`src/hdl/look_at_view_matrix_macros.svh`:
```
// Assertion macros for the look-at matrix block
`ifndef LOOK_AT_VIEW_MATRIX_MACROS_SVH
`define LOOK_AT_VIEW_MATRIX_MACROS_SVH
`ifndef SYNTHESIS
`define LAV_ASSERT_NEVER(lbl, cond) \
    lbl: assert property (@(posedge clk) disable iff (!rst_n) !(cond)) \
        else $error("look-at matrix check failed");
`define LAV_ASSERT_IMPLY(lbl, ante, cons) \
    lbl: assert property (@(posedge clk) disable iff (!rst_n) (ante) |-> (cons)) \
        else $error("look-at matrix check failed");
`define LAV_ASSERT_NEXT(lbl, ante, cons) \
    lbl: assert property (@(posedge clk) disable iff (!rst_n) (ante) |=> (cons)) \
        else $error("look-at matrix check failed");
`else
`define LAV_ASSERT_NEVER(lbl, cond)
`define LAV_ASSERT_IMPLY(lbl, ante, cons)
`define LAV_ASSERT_NEXT(lbl, ante, cons)
`endif
`endif

```
`src/hdl/lav_pkg.sv`:
```
// Types, row codes and saturation helpers shared by the look-at matrix block
package lav_pkg;

    localparam int WORD_W = 32;

    typedef logic signed [WORD_W-1:0] word_t;
    typedef logic signed [WORD_W+1:0] wide_t;

    localparam word_t WORD_MAX = 32'sh7FFF_FFFF;
    localparam word_t WORD_MIN = 32'sh8000_0000;

    localparam logic [1:0] ROW_RIGHT = 2'd0;
    localparam logic [1:0] ROW_UP    = 2'd1;
    localparam logic [1:0] ROW_FWD   = 2'd2;
    localparam logic [1:0] ROW_POS   = 2'd3;

    typedef struct packed {
        word_t eye_x;
        word_t eye_y;
        word_t eye_z;
        word_t aim_x;
        word_t aim_y;
        word_t aim_z;
        word_t upward_x;
        word_t upward_y;
        word_t upward_z;
    } item_t;

    typedef struct packed {
        logic [1:0] row_number;
        word_t      elem_0;
        word_t      elem_1;
        word_t      elem_2;
        word_t      elem_3;
        logic       degenerate;
        logic       last_row;
    } result_t;

    // Classified request as held in the queue: eye, direction and up vectors
    typedef struct packed {
        word_t [2:0] eye;
        word_t [2:0] dir;
        word_t [2:0] upv;
    } work_t;

    function automatic wide_t widen(input word_t v);
        return {{2{v[WORD_W-1]}}, v};
    endfunction

    // Clamp a widened sum to the signed word range
    function automatic word_t sat_word(input wide_t v);
        word_t r;
        if (!v[WORD_W+1] && (v[WORD_W:WORD_W-1] != 2'b00))
            r = WORD_MAX;
        else if (v[WORD_W+1] && (v[WORD_W:WORD_W-1] != 2'b11))
            r = WORD_MIN;
        else
            r = v[WORD_W-1:0];
        return r;
    endfunction

endpackage

```
`src/hdl/lav_front.sv`:
```
// Front end: takes a request and forms the saturated view direction
module lav_front (
    input  logic           start,
    input  lav_pkg::item_t item,
    input  logic           full,
    output logic           busy,
    output logic           push,
    output lav_pkg::work_t work
);
    import lav_pkg::*;

    // Accept while the queue has room
    assign busy = full;
    assign push = start && !full;

    // Form direction = aim - eye with saturation
    always_comb
    begin
        work.eye[0] = item.eye_x;
        work.eye[1] = item.eye_y;
        work.eye[2] = item.eye_z;
        work.upv[0] = item.upward_x;
        work.upv[1] = item.upward_y;
        work.upv[2] = item.upward_z;
        work.dir[0] = sat_word(widen(item.aim_x) - widen(item.eye_x));
        work.dir[1] = sat_word(widen(item.aim_y) - widen(item.eye_y));
        work.dir[2] = sat_word(widen(item.aim_z) - widen(item.eye_z));
    end

endmodule

```
`config.mk`:
```
export PLATFORM = sky130hd
export DESIGN_NAME = lav_front
export DESIGN_NICKNAME = d
export VERILOG_FILES = /design/src/hdl/look_at_view_matrix_macros.svh /design/src/hdl/lav_pkg.sv /design/src/hdl/lav_front.sv
export SDC_FILE = /design/constraint.sdc
export NUM_CORES = 1
export LEC_CHECK = 0
export ABC_AREA = 1
export BUFFER_PORTS_ARGS = -buffer_cell sky130_fd_sc_hd__clkbuf_2
export CAP_MARGIN = 25
export CORE_AREA = 4 4 226 228
export DETAILED_ROUTE_END_ITERATION = 8
export DIE_AREA = 0 0 230 232
export GPL_TIMING_DRIVEN = 0
export SLEW_MARGIN = 40
export SYNTH_ARGS = -nofsm -noshare
export SYNTH_HDL_FRONTEND = slang
export SYNTH_SLANG_ARGS = --single-unit
```
`constraint.sdc`:
```
create_clock -name vclk -period 7.45
set_input_delay 1.49 -clock vclk [all_inputs]
set_output_delay 1.49 -clock vclk [all_outputs]
set_load 0.02 [all_outputs]
```
Word level (Yosys, flattened, before mapping)
Index checks and enable logic that the tools add are counted.
{"block": "totals", "register_bits": 0, "output_inout_bits": 290, "elab_cells": 26, "mem_count": 0, "inputBits": 290, "latchBits": 0, "ram_bits": 0, "rom_bits": 0}
{"block": "classes", "bitwise_logic": 0, "order_cmp": 0, "n_mul": 0, "n_div": 0, "n_reduce_logical": 14, "shifts": 0, "eq_ne": 3, "n_addsub": 3, "muxes": 6}
{"operator": "$mux 32", "n": 6}
{"operator": "$sub 32x32->33", "n": 3}
{"operator": "$logic_and 1x1->1", "n": 7}
{"operator": "$ne 2x2->1 const B", "n": 3}
{"operator": "$reduce_bool 2->1", "n": 3}
{"operator": "$logic_not 1->1", "n": 4}

Depth between registers and ports, before layout
{"block": "depth", "word_depth": 5, "depth_mapped": 18, "ltp_nobuf": 17}

Worst setup path after synthesis
No wires, ideal clock.
{"block": "synth_timing", "kind": "input to output", "startpoint": "input item[160] (netlist bit)", "endpoint": "output work[100] (netlist bit)", "t_required_ps": 5960, "path_slack_ps": 2652, "path_buffers": 1, "cell_stages": 17, "arrival_ps": 3308, "cell_sequence": "inv_1 -> ha_1 -> fa_1 -> inv_1 -> nand2_1 -> nand2_1 -> nand3_1 -> nand2_1 -> nand2_1 -> nand2_2 -> nand2_1 -> nand3_1 -> nand2_2 -> nand2_2 -> buf_6 -> nand2_1 -> nand2_1"}
{"element": "from (decl)", "line": "lav_front.sv:4", "source": "input lav_pkg::item_t item,"}
{"element": "to (decl)", "line": "lav_front.sv:8", "source": "output lav_pkg::work_t work"}

==> key figures <==
Timing
  – Number of setup violations in the final report: 0
  – Actual slew at the worst max-slew pin: approximately 500 ps
  – Pins Over Slew Limit: 0
  – Worst rel slew slack: 66.6%
  – Number of hold violations in the final report: 0
  – Time the final worst path needs with I/O delays and setup: between 5000 and 6000 ps
  – Final period utilization: about 73%
  – RSZ-0062 raised after global routing: no
  – Achievable clock frequency: roughly 180 MHz
  – Sum of negative setup slack: 0 ps
  – Post-Route Hold Slack: between 3000 and 4000 ps

Placement
  – DPL Wire Length: approximately 36 mm
  – Final weighted congestion in routability-driven placement: around 0.9
  – Number of buffers added on ports: between 400 and 500

Floorplanning
  – Horizontal die dimension: around 230 um
  – Die Footprint: roughly 0.053 mm^2
  – Core ar.: 0.0488 mm^2
  – Top-level I/O count: 580
  – Placement Rows: between 80 and 90
  – Die outline height: around 230 um
  – Initial standard-cell utilization of the core: between 10% and 20%

Worst setup path
  – Startpoint of the most critical setup path: item[128]
  – Worst endpoint required time: slightly below 6000 ps
  – Kind of launch point of the worst setup path: input pin
  – Worst setup path class: input pin to primary output
  – CP Capture Type: primary output
  – Arrival @ worst endpoint: roughly 3900 ps
  – Critical-path maximum fanout: 10

Route
  – Post-detailed-routing wire length: approximately 39 mm
  – Routed wire length per instance: between 10 and 15 um
  – Via Count: ~12000
  – DR DRC count: 0
  – First drt pass iteration count: 5
  – Avg Vias per Cell: 3.91
  – Antenna Violating Nets Remaining: 0
  – DRC violation total after the first TritonRoute iteration: between 500 and 600

Power and ir drop
  – Power density over the cells: ~110 mW/mm^2
  – Leakage component of the power: 8.74 nW
  – Max VDD drop: around 0.000054 V

Synth
  – Number of warnings printed during yosys synthesis: 0
  – Mux cell area share after synthesis: 0%
  – Mean instance size in the synthesized netlist: 5.01 um^2
  – Synth unique cells: 23
  – Simple-gate area share of the yosys netlist: a little over two fifths
  – Share of synthesized area occupied by flip-flops and latches: 0%
  – Post-synthesis adder-cell area fraction: 13.5%
  – Mapped cell area: 0.00935 mm^2
  – Area fraction in compound gates after synthesis: ~8.0%
  – Largest family of logic cells by synthesized area: simple AND/OR/NAND/NOR gates
  – Post-synthesis instance total: 1866
  – Number of nets in the synthesized netlist: 2255
  – Share of the synthesized netlist area taken by xor and xnor gates: 4.22%

Finish
  – Sequential cell area: 0 um^2
  – Multi-input gate area in the final layout: 0.00638 mm^2
  – Sequential cell count: 0
  – Fill cells: between 5000 and 6000
  – Final net count: roughly 2700
  – Clock buffer count: 0
  – Fraction of layout cells with a size suffix above 1: between 30% and 40%
  – Utilization after layout: 25.8%
  – Signed area change from the synthesized netlist to the final layout: 34.8%

Global route
  – Initial antenna violation count: 2
  – Maximum number of pins on one net before global-route repair: 11
  – Wire length of the first global-routing pass: about 58 mm
  – Remaining global-route overflow: 0
  – Via count of the first global-routing pass: between 10000 and 15000
  – Overall Global Routing Usage: a little over an eighth

Clocking
  – Cts hold-fix bufs: 0
  – Total of cells resized after clock tree synthesis: 0
  – Buffers inserted during post-CTS setup optimization: 0

Worst hold path
  – Path type of the worst min-delay path: input pin to primary output
  – Hold Startpoint: item[9]

Job
  – Max-cap check violation count: 0

Run status
  – Run status: complete, no violations
## placed cells by master, fill, tap and decap left out, types with 11 or more instances in the layout
| cell type | count |
|---|---|
| nand2_1 | 791 |
| nor3_1 | 12 |
| nor2_1 | 127 |
| inv_1 | 358 |
| xor2_1 | 39 |
| clkbuf_2 | 484 |
| o21bai_1 | 30 |
| ha_1 | 96 |
| a21oi_1 | 81 |
| nand3_1 | 57 |
| nand2_2 | 11 |
| buf_4 | 193 |
## synth_stat cells
master	n	area (um^2)
nor3_1	12	60.1
nand2_1	791	2970
xor2_1	39	342
xnor2_1	6	52.6
a21oi_2	6	52.6
nand3b_1	4	30.0
buf_4	193	1450
nor2_2	1	6.26
nor2_1	127	477
buf_2	9	45.0
buf_6	9	101
fa_1	3	60.1
o21bai_1	30	225
or2_1	3	18.8
inv_2	9	33.8
o21ai_0	9	45.0
nand2_2	11	68.8
inv_1	358	1340
a21o_1	3	22.5
ha_1	96	1200
a21oi_1	81	405
nand3_1	57	285
nand4_1	9	56.3
## per-layer routing
metal	vias up	track usage, %	wire length [um]
met2	364	23.8	18700
met1	5052	18.0	17700
met4	2	0.435	134
li1	6369	-	-
met5	-	0	11
met3	6	1.83	2440
## worst paths after layout
check                 cells past startpoint         to  slack [ps]
worst max-delay path                     17  work[150]        2020
worst min-delay path                      2   work[73]        3200
## through the flow
step	setup WS, ps	std cells	total power, mW	instance area, um^2
floorplan	2650	1866	0.942	9350
global placement	1950	3014	1.41	12600
detailed placement	1960	3014	1.41	12600
CTS	1950	3014	1.42	12600
global route	1760	3015	1.55	12600
finish	2020	3015	1.40	12600
## where the power goes
group	internal, mW	leakage, nW	switching [mW]
Sequential	0	0	0
Clock	0.0000000180	0.00000634	0
Combinational	0.493	8.74	0.909
Total	0.493	8.74	0.909
## kinds of logic (layout without fill, tap and decap cells)
kind of cell    count (synthesis)  count (layout)
simple gates                 1015            1015
fa+ha+maj                      99              99
xor+xnor                       45              45
other cells                     0               1
compound gates                129             129
buf+inv                       578            1062
## critical path: stages
cell and delay (ps):
clkbuf_2 80, inv_1 60, ha_1 230, fa_1 400, inv_1 70, nand2_1 50, nand2_1 90, nand3_1 90
nand2_1 180, nand2_1 90, nand2_2 100, nand2_1 80, nand3_1 110, nand4_1 220, buf_2 260, nand2_1 150
clkbuf_2 190
## area by class of cell
| type | instances | share of cell area (%) |
|---|---|---|
| inverters | 367 | 10.9 |
| well taps | 664 | 6.59 |
| plain buffers | 211 | 12.7 |
| multi-input cells | 1288 | 50.6 |
| repair buffers | 484 | 19.2 |
| diodes | 1 | 0.0199 |
(Power assumes the default switching activity.)
