**src/hdl/look_at_view_matrix_macros.svh**
```systemverilog
// Assertion macros for the look-at matrix block
`ifndef LOOK_AT_VIEW_MATRIX_MACROS_SVH
`define LOOK_AT_VIEW_MATRIX_MACROS_SVH
`ifndef SYNTHESIS
`define LAV_ASSERT_NEVER(lbl, cond) \
    lbl: assert property (@(posedge clk) disable iff (!rst_n) !(cond)) \
        else $error("look-at matrix check failed");
`define LAV_ASSERT_IMPLY(lbl, ante, cons) \
    lbl: assert property (@(posedge clk) disable iff (!rst_n) (ante) |-> (cons)) \
        else $error("look-at matrix check failed");
`define LAV_ASSERT_NEXT(lbl, ante, cons) \
    lbl: assert property (@(posedge clk) disable iff (!rst_n) (ante) |=> (cons)) \
        else $error("look-at matrix check failed");
`else
`define LAV_ASSERT_NEVER(lbl, cond)
`define LAV_ASSERT_IMPLY(lbl, ante, cons)
`define LAV_ASSERT_NEXT(lbl, ante, cons)
`endif
`endif

```
**src/hdl/lav_pkg.sv**
```systemverilog
// Types, row codes and saturation helpers shared by the look-at matrix block
package lav_pkg;

    localparam int WORD_W = 32;

    typedef logic signed [WORD_W-1:0] word_t;
    typedef logic signed [WORD_W+1:0] wide_t;

    localparam word_t WORD_MAX = 32'sh7FFF_FFFF;
    localparam word_t WORD_MIN = 32'sh8000_0000;

    localparam logic [1:0] ROW_RIGHT = 2'd0;
    localparam logic [1:0] ROW_UP    = 2'd1;
    localparam logic [1:0] ROW_FWD   = 2'd2;
    localparam logic [1:0] ROW_POS   = 2'd3;

    typedef struct packed {
        word_t eye_x;
        word_t eye_y;
        word_t eye_z;
        word_t aim_x;
        word_t aim_y;
        word_t aim_z;
        word_t upward_x;
        word_t upward_y;
        word_t upward_z;
    } item_t;

    typedef struct packed {
        logic [1:0] row_number;
        word_t      elem_0;
        word_t      elem_1;
        word_t      elem_2;
        word_t      elem_3;
        logic       degenerate;
        logic       last_row;
    } result_t;

    // Classified request as held in the queue: eye, direction and up vectors
    typedef struct packed {
        word_t [2:0] eye;
        word_t [2:0] dir;
        word_t [2:0] upv;
    } work_t;

    function automatic wide_t widen(input word_t v);
        return {{2{v[WORD_W-1]}}, v};
    endfunction

    // Clamp a widened sum to the signed word range
    function automatic word_t sat_word(input wide_t v);
        word_t r;
        if (!v[WORD_W+1] && (v[WORD_W:WORD_W-1] != 2'b00))
            r = WORD_MAX;
        else if (v[WORD_W+1] && (v[WORD_W:WORD_W-1] != 2'b11))
            r = WORD_MIN;
        else
            r = v[WORD_W-1:0];
        return r;
    endfunction

endpackage

```
**src/hdl/lav_queue.sv**
```systemverilog
// Two-entry request queue between front and back ends
module lav_queue (
    input  logic           clk,
    input  logic           rst_n,
    input  logic           push,
    input  lav_pkg::work_t wdata,
    output logic           full,
    input  logic           pop,
    output logic           nonempty,
    output lav_pkg::work_t rdata
);
    import lav_pkg::*;

    work_t      slot_reg [2];
    logic       wr_ptr_reg;
    logic       rd_ptr_reg;
    logic [1:0] count_reg;

    assign full     = (count_reg == 2'd2);
    assign nonempty = (count_reg != 2'd0);
    assign rdata    = slot_reg[rd_ptr_reg];

    // Advance pointers and occupancy
    always_ff @(posedge clk or negedge rst_n)
    begin
        if (!rst_n)
        begin
            wr_ptr_reg <= 1'b0;
            rd_ptr_reg <= 1'b0;
            count_reg  <= 2'd0;
        end
        else
        begin
            if (push)
                wr_ptr_reg <= !wr_ptr_reg;
            if (pop)
                rd_ptr_reg <= !rd_ptr_reg;
            if (push && !pop)
                count_reg <= count_reg + 2'd1;
            else if (pop && !push)
                count_reg <= count_reg - 2'd1;
        end
    end

    // Hold request payload
    always_ff @(posedge clk)
    begin
        if (push)
            slot_reg[wr_ptr_reg] <= wdata;
    end

endmodule

```
**config.mk**
```make
export PLATFORM = sky130hd
export DESIGN_NAME = lav_queue
export DESIGN_NICKNAME = d
export VERILOG_FILES = /design/src/hdl/look_at_view_matrix_macros.svh /design/src/hdl/lav_pkg.sv /design/src/hdl/lav_queue.sv
export SDC_FILE = /design/constraint.sdc
export NUM_CORES = 1
export LEC_CHECK = 0
export ABC_CLOCK_PERIOD_IN_PS = 30200
export BUFFER_PORTS_ARGS = -buffer_cell sky130_fd_sc_hd__buf_2
export CORE_ASPECT_RATIO = 0.5
export CORE_MARGIN = 2
export CORE_UTILIZATION = 39
export DETAILED_ROUTE_END_ITERATION = 10
export SLEW_MARGIN = 10
export SYNTH_ARGS = -nofsm -noshare
export SYNTH_HDL_FRONTEND = slang
export SYNTH_SLANG_ARGS = --single-unit
```
**constraint.sdc**
```tcl
create_clock -name clk -period 30.2 [get_ports clk]
set_input_delay 9.06 -clock clk [delete_from_list [all_inputs] [get_ports clk]]
set_output_delay 9.06 -clock clk [all_outputs]
set_load 0.02 [all_outputs]
```
### Word-level counts from Yosys, hierarchy flattened

Memories as Yosys holds them, arrays and structs flattened.
Cells that the tools add are included.

* bits in latches: 0
* bits in writable memories: 576
* word-level logic and storage cells: 19
* bits in registers: 4
* bits in read-only memories: 0
* input port bits: 292
* memories kept: 1

* add/sub/neg operators: 2
* div/mod/pow operators: 0
* $mul: 0
* shifts and indexed selects: 0
* bitwise gates (word level): 0
* multiplexer cells: 4
* order comparisons: 0
* reduce and logical (&&, ||, !) cells: 8
* eq/ne operators: 1

Memory list
* slot_reg: depth 2, width 288, read ports 1, clocked after memory_dff 0, write ports 1, line lav_queue.sv:14 `work_t slot_reg [2];`

Operators by type and width (number)
* $logic_not 1->1: 4
* $mux 2: 2
* $reduce_bool 2->1: 2
* $add 2x1->2 const B: 1
* $eq 2x2->1 const B: 1
* $logic_and 1x1->1: 2
* $mux 1: 2
* $sub 2x1->2 const B: 1

### Longest topological paths before layout

Gate-level depths: netlist (run 1).

* depth after elaboration: 4
* depth in mapped cells: 5

### Worst setup path before layout (run 1)

No wires, ideal clock.

* path type: input to register
* start: in push
* end: mem slot_reg[0][0] in the netlist's numbering, enable pin
* setup time: 0.977 ns
* cell stages on the path: 1
* required time: 29.223 ns
* path slack: 7.780 ns
* arrival time: 21.442 ns
* cell sequence: nor2b_1

* cells in the longest elaborated chain, start to end: 2

RTL lines
* from (decl): line lav_queue.sv:5 `input logic push,`
* $mux 1: line lav_queue.sv:48 `if (push)`
* $mux 1 (implied by the code): line lav_queue.sv:49 `slot_reg[wr_ptr_reg] <= wdata;`
* to (decl): line lav_queue.sv:14

No other way between the ends.

==> results of run 1 <==
## where the power goes
group	internal, mW	total, mW	switching, mW	leakage (nW)
clock network	0.358	0.641	0.283	0.796
registers	1.07	1.13	0.0595	5.45
logic	0.385	0.922	0.536	4.40
total	1.81	2.69	0.879	10.6
## placed cells by master, fill, tap and decap left out, types with 2 or more instances in the layout
cell	synthesis	layout
mux2_2	88	88
clkinv_1	0	5
clkinv_2	0	10
clkbuf_16	0	53
diode_2	0	14
xor2_1	4	4
edfxtp_1	576	576
buf_2	7	581
bufinv_16	0	4
mux2_4	200	200
clkbuf_1	0	11
dfrtp_1	4	3
clkinv_4	0	2
buf_4	0	10
## final cells by class
cell class | instances | area, µm²
Antenna cell | 14 | 35.03
Clock buffer | 65 | 1381
Clock inverter | 24 | 234.0
Fill cell | 4701 | 28290
Inverter | 1 | 3.754
Multi-Input combinational cell | 299 | 4089
Sequential cell | 580 | 17400
Tap cell | 756 | 945.9
Timing Repair Buffer | 593 | 3030
## per-layer routing
metal | up-vias | wire length [µm]
li1 | 4892 | -
met1 | 5634 | 18340
met2 | 242 | 30830
met3 | 121 | 2290
met4 | 8 | 2154
met5 | - | 53
## logic make-up after synthesis
family / Yosys count / share of synthesized area
buffers and inverters: 33 / 0.01470
XOR/XNOR: 5 / 0.002009
AND/OR/NAND/NOR: 5 / 0.001320
flip-flops: 580 / 0.7982
multiplexers: 288 / 0.1832
adder cells (fa/ha/maj): 1 / 0.0005740
## worst max path at each step
stage | end | startpoint | slack [ns]
2_1_floorplan | slot_reg[0][0]$_DFFE_PP_ | push | 7.78
3_3_place_gp | rdata[10] | rd_ptr_reg$_DFFE_PN0P_ | 17.54
3_5_place_dp | rdata[10] | rd_ptr_reg$_DFFE_PN0P_ | 17.48
4_1_cts | rdata[112] | rd_ptr_reg$_DFFE_PN0P_ | 16.84
5_1_grt | rdata[10] | rd_ptr_reg$_DFFE_PN0P_ | 16.72
6_report | rdata[210] | rd_ptr_reg$_DFFE_PN0P_ | 16.93
## metrics by stage
step | total power, mW | cell area, µm² | setup slack (ns) | utilization | hold WS (ns)
after CTS | 2.724 | 27060 | 16.84 | 0.4883 | 0.4997
after global placement | 2.061 | 25440 | 17.54 | 0.4592 | 0.4762
final | 2.692 | 27120 | 16.93 | 0.4894 | 0.4990
after global routing | 2.803 | 27110 | 16.72 | 0.4893 | 0.5300
after detailed placement | 2.077 | 25440 | 17.48 | 0.4592 | 0.4906
after floorplan | 1.859 | 21800 | 7.780 | - | 0.4474
==> impl_results.md, run 1 <==
* # rows at 61
* Synthesized netlist net count at 1205
* Starting density of the core at 0.3934
* Total gr overflow at 0
* Share of cells above drive strength 1 at 0.6133
* Tmin final at 13.27 ns
* Buffer type at the clock tree root: clkbuf_16
* Register-to-register path setup slack at 26.81 ns
* First-pass iteration count of the detailed router at 4
* DR vias at 10900
* Number of buffers added on ports at a little under 600
* Num ports at 582
* Clk_skew at 0.02361 ns
* Area growth from synthesis to layout at 24.43%
* Flip-flop count of the largest register, all copies and words added at ~580
* Areal power density over the cells at 99.25 nW/µm²
* Postcts setup bufs at 0
* Biggest fanout along the worst timing path at 70
* Last weighted congestion value of the routability-driven placer at 0.8643
* Primary flip-flop cell chosen by synthesis mapping: edfxtp_1
* Family with the most delay on the worst path: buffers and inverters
* Most frequent cells after synthesis: 576 x edfxtp_1, 200 x mux2_4, 88 x mux2_2
* Endpoint of the lowest-slack register-to-register path: slot_reg[1][214]$_DFFE_PP_
* Number of global-route vias before repair at 11440
* Master of the slowest instance on the critical path: dfrtp_4
* Post-synthesis cell type count at 14
* Top cell type's share of synthesized area at 0.7936
* Global-route wire length before repair at 73.21 mm
* Highest achievable clock rate at 0.07536 GHz
* Ordered cell list for the critical path: buf_4, buf_4, mux2_4, buf_2
* HPWL after detailed placement at 38.14 mm
* Hold Vio Cnt, Final at 0
* Global Route met3 Usage at 0.04044
* Delay contributed by the slowest stage of the critical path at 1.13 ns
* Peak ir drop on the vdd network at between 0.00008 and 0.00009 V
* Die Wd at between 300 and 400 µm
* Hold bufs inserted after CTS at 0
* Maximum number of pins on one net before global-route repair at 128
* Met2 Usage GRT at 0.3419
* Post-synthesis async set-or-reset flop share at 0.006897
* EDFF count, synth at 576
* Most repeated library cell on the critical path: buf_4
* Number of clock buffers inserted by TritonCTS at 52
* Cell count of the worst reg-to-reg path at 3
* Worst setup path category: flip-flop to primary output
* Path length in cells of the critical path at 4
* Maximum capacitance violations at 0
* Leading cell type by number of instances after synthesis: edfxtp_1
* Crit. End Element: primary output
* Netlist area before placement at 21800 µm²
* Per-cell via count in the routed design at 4.673
* Synthesized area divided by synthesized cell count at 23.90 µm²
* Slew margin rel. at 0.2871
* Required time reported for the critical path endpoint at roughly 21 ns
* Aggregate routed wire length at roughly 54 mm
* Fin Setup TNS at 0 ns
* Num Clock Sinks at 580
* Floorplan die height at 171.2 µm
* Worst r2r src: wr_ptr_reg$_DFFE_PN0P_
* Antenna violations before repair at 19
* Terminating pin of the worst hold path: count_reg[1]$_DFFE_PN0P_
* Most used routing layer in global routing: met2
* Number of nets with antenna violations after routing at 0
* Yosys warning count at 0
* Arrival @ worst endpoint at roughly 4.2 ns
* Routed wire per std cell at 23.01 µm
* Start point of the worst hold path: count_reg[1]$_DFFE_PN0P_
* # placed instances at 2228
* Instance count along the most critical hold path at 1
* Area enclosed by the die boundary at 57910 µm²
* Tot GR Track Use at 0.1742
* Fin nets at 1820
* Final routed DRC violation total at 0
* Reg clk slew, reported paths at 0.06 ns
* Worst-case clock buffer depth at 3
* Final setup viols at 0
* P_leak at 10.64 nW
* Flip-flop and latch count after synthesis at 580
* Biggest area contributors in the synthesized netlist: edfxtp_1 79%, mux2_4 14%, mux2_2 4.5%, buf_6 1.3%, dfrtp_1 0.46%
* Instance count of the mapped netlist at 912
* Buffers & Inverters on Critical Path at 3
* Finished Layout Cells at 2332
* Outcome: completed
* Cell taking the most area after synthesis: edfxtp_1
* Seq/Total Area, Yosys at 0.7982
* Path type of the worst min-delay path: flip-flop to flip-flop
* Fin. max-slew vios at 0
* Insertion delay of the later-clocked pin in the worst-skew pair at about 0.57 ns
* Unrepaired setup endpoints after global routing: false
* Slew at the pin closest to its max-slew limit at 1.069 ns
* GR Layer Usage met1 at 0.1750
* Post-cts sizing count at 0
* Final worst path period share at 0.4394
* Crit path launch type: flip-flop
* Core Region at 55410 µm²
* H-tree level count at 2
* Initial DRC count at 726
* TritonCTS clock tree: yes
Power figures use the tool's default switching activity.
==> run 2, diff against run 1 <==
ABC_CLOCK_PERIOD_IN_PS = 11400   (was 30200)
clock period = 11.4 ns   (was 30.2 ns; I/O delays follow)
==> impl_results.md, run 2 (same netlist as run 1, synthesis figures left out) <==
* Last weighted congestion value of the routability-driven placer at 0.8180 (was 0.8643)
* Ordered cell list for the critical path: buf_12, mux2_4, buf_2 (was buf_4, buf_4, mux2_4, buf_2)
* Net switching power at 2.335 mW (was 879.3 µW)
* Antenna violations before repair at 21 (was 19)
* Worst setup path category: flip-flop to primary output (unchanged)
* Area used by multi-input combinational logic at 4089 µm² (unchanged)
* Most common cell after layout, fill and taps aside: buf_2 (unchanged)
* HPWL after detailed placement at 35.74 mm (was 38.14 mm)
* Number of global-route vias before repair at 11360 (was 11440)
* Master of the slowest instance on the critical path: dfrtp_4 (unchanged)
* First-pass iteration count of the detailed router at 4 (unchanged)
* Final routed DRC violation total at 0 (unchanged)
* Num Clock Sinks at 580 (unchanged)
* Total gr overflow at 0 (unchanged)
* Arrival @ worst endpoint at 3.15 ns (was 4.21 ns)
* Delay contributed by the slowest stage of the critical path at 1.05 ns (was 1.13 ns)
* Power Total at 7.251 mW (was 2.692 mW)
* Int Pwr at 4.916 mW (was 1.812 mW)
* Crit. End Element: primary output (unchanged)
* Highest-count cells in the layout ignoring fill and taps: 581 x buf_2, 576 x edfxtp_1, 200 x mux2_4 (unchanged)
* Tot GR Track Use at 0.1664 (was 0.1742)
* DR vias at 10790 (was 10900)
* Global-route wire length before repair at 70.77 mm (was 73.21 mm)
* Maximum number of pins on one net before global-route repair at 152 (was 128)
* Area growth from synthesis to layout at 25.17% (was 24.43%)
* Footprint of the flip-flops and latches at 17400 µm² (unchanged)
* TritonCTS clock tree: yes (unchanged)
* Share of cells above drive strength 1 at 0.6084 (was 0.6133)
* Required time reported for the critical path endpoint at 7.98 ns (was 21.14 ns)
* Share of power burned in the clock network at 0.253 (was 0.238)
* Outcome: completed (unchanged)
* Num ports at 582 (unchanged)
* Areal power density over the cells at 265.8 nW/µm² (was 99.25 nW/µm²)
* Tmin final at about 6.6 ns
* Start point of the worst hold path: count_reg[1]$_DFFE_PN0P_ (unchanged)
* Highest achievable clock rate at 0.1521 GHz
* Per-cell via count in the routed design at 4.609 (was 4.673)
* Slew margin rel. at 0.2457 (was 0.2871)
* Floorplan die height at 171.2 µm (unchanged)
* Final setup viols at 0 (unchanged)
* Flip-flop count of the largest register, all copies and words added at 576 (unchanged)
* Fin Setup TNS at 0 ns (unchanged)
* Initial DRC count at 701 (was 726)
* Fill cell total of the finished layout at 4730 (was 4701)
* Aggregate routed wire length at 51.51 mm (was 53.67 mm)
* Fin nets at 1818 (was 1820)
* Hold bufs inserted after CTS at 0 (unchanged)
* Post-cts sizing count at 0 (unchanged)
* Clk_skew at 0.02030 ns (was 0.02361 ns)
* Die Wd at 338.3 µm (unchanged)
* Worst-case clock buffer depth at 3 (unchanged)
* Worst r2r src: wr_ptr_reg$_DFFE_PN0P_ (unchanged)
* Unrepaired setup endpoints after global routing: false (unchanged)
* First element of the critical path: rd_ptr_reg$_DFFE_PN0P_ (unchanged)
* # rows at 61 (unchanged)
* Fraction of power consumed by combinational cells at 0.336 (was 0.342)
* Path type of the worst min-delay path: flip-flop to flip-flop (unchanged)
* Fin. max-slew vios at 0 (unchanged)
* Area enclosed by the die boundary at 57910 µm² (unchanged)
* Switching Share at 0.3220 (was 0.3267)
* Crit path launch type: flip-flop (unchanged)
* Number of buffers added on ports at 581 (unchanged)
* Slew at the pin closest to its max-slew limit at 1.132 ns (was 1.069 ns)
* P_leak at 10.69 nW (was 10.64 nW)
* Postcts setup bufs at 0 (unchanged)
* Buffer type at the clock tree root: clkbuf_16 (unchanged)
* Number of clock buffers inserted by TritonCTS at 54 (was 52)
* Final worst path period share at 0.5766
* Biggest fanout along the worst timing path at 124 (was 70)
* Portion of total power attributed to sequential cells at 0.410 (was 0.419)
* Maximum capacitance violations at 0 (unchanged)
* Number of nets with antenna violations after routing at 0 (unchanged)
* Buffers & Inverters on Critical Path at 2 (was 3)
* Routed wire per std cell at 21.99 µm (was 23.01 µm)
* Reg clk slew, reported paths at 0.06 ns (about the same)
* Core Region at 55410 µm² (unchanged)
* Register-to-register path setup slack at 8.40 ns (was 26.81 ns)
* H-tree level count at 2 (unchanged)
* Peak ir drop on the vdd network at 0.0002000 V (was 0.00008446 V)
* Hold Vio Cnt, Final at 0 (unchanged)
* Family with the most delay on the worst path: flip-flops (was buffers and inverters)
* Starting density of the core at 0.3934 (unchanged)
* Insertion delay of the later-clocked pin in the worst-skew pair at 0.59 ns (was 0.57 ns)
run 2: cell types whose count changed in the layout (fill, tap and decap cells not counted), moves of 2 or more:
cell,before,now
clkinv_1,5,11
buf_4,10,5
clkinv_4,2,0
clkinv_2,10,2
clkinvlp_4,1,3
diode_2,14,18
clkbuf_1,11,15
bufinv_16,4,6
clkbuf_16,53,57
buf_12,1,3
run 2: power groups by stage:
stage | registers [mW] | logic, mW | clock network (mW)
floorplan | 3.07 | 1.80 | 0
global placement | 3.00 | 2.45 | 0
detailed placement | 3.03 | 2.47 | 0
CTS | 2.98 | 2.48 | 1.89
global route | 3.01 | 2.55 | 1.97
finish | 2.98 | 2.44 | 1.84
run 2: layout make-up:
cell class	instances	area share
Clock buffer	74	0.05535
Tap cell	756	0.03467
Timing Repair Buffer	589	0.1102
Sequential cell	580	0.6378
Antenna cell	18	0.001651
Multi-Input combinational cell	299	0.1499
Inverter	1	0.0001376
Clock inverter	25	0.01036
run 2: stage by stage:
| step | util | hold slack [ns] | area, µm² | std cells | worst slack (ns) |
|---|---|---|---|---|---|
| after floorplan | - | 0.4474 | 21800 | 912 | 0.04426 |
| after global placement | 0.4592 | 0.4753 | 25440 | 2225 | 5.243 |
| after detailed placement | 0.4592 | 0.4752 | 25440 | 2225 | 5.135 |
| after CTS | 0.4916 | 0.4911 | 27240 | 2324 | 4.744 |
| after global routing | 0.4922 | 0.5442 | 27270 | 2338 | 4.647 |
| final | 0.4924 | 0.4931 | 27280 | 2342 | 4.827 |
run 2: path summary, 6_finish.rpt:
check                                             endpoint  depth (start not counted)
worst min register to register    count_reg[1]$_DFFE_PN0P_                          1
worst min-delay path              count_reg[1]$_DFFE_PN0P_                          1
min in group asynchronous         count_reg[0]$_DFFE_PN0P_                          1
max in group asynchronous           rd_ptr_reg$_DFFE_PN0P_                          1
worst max register to register  slot_reg[0][151]$_DFFE_PP_                          3
worst max-delay path                            rdata[174]                          3
run 2: metal layers:
| layer | up-vias | track usage | part of all wire |
|---|---|---|---|
| li1 | 4905 | - | - |
| met1 | 5554 | 0.1676 | 0.34 |
| met2 | 212 | 0.3229 | 0.58 |
| met3 | 115 | 0.04133 | 0.041 |
| met4 | 8 | 0.08019 | 0.040 |
| met5 | - | 0 | 0.0013 |
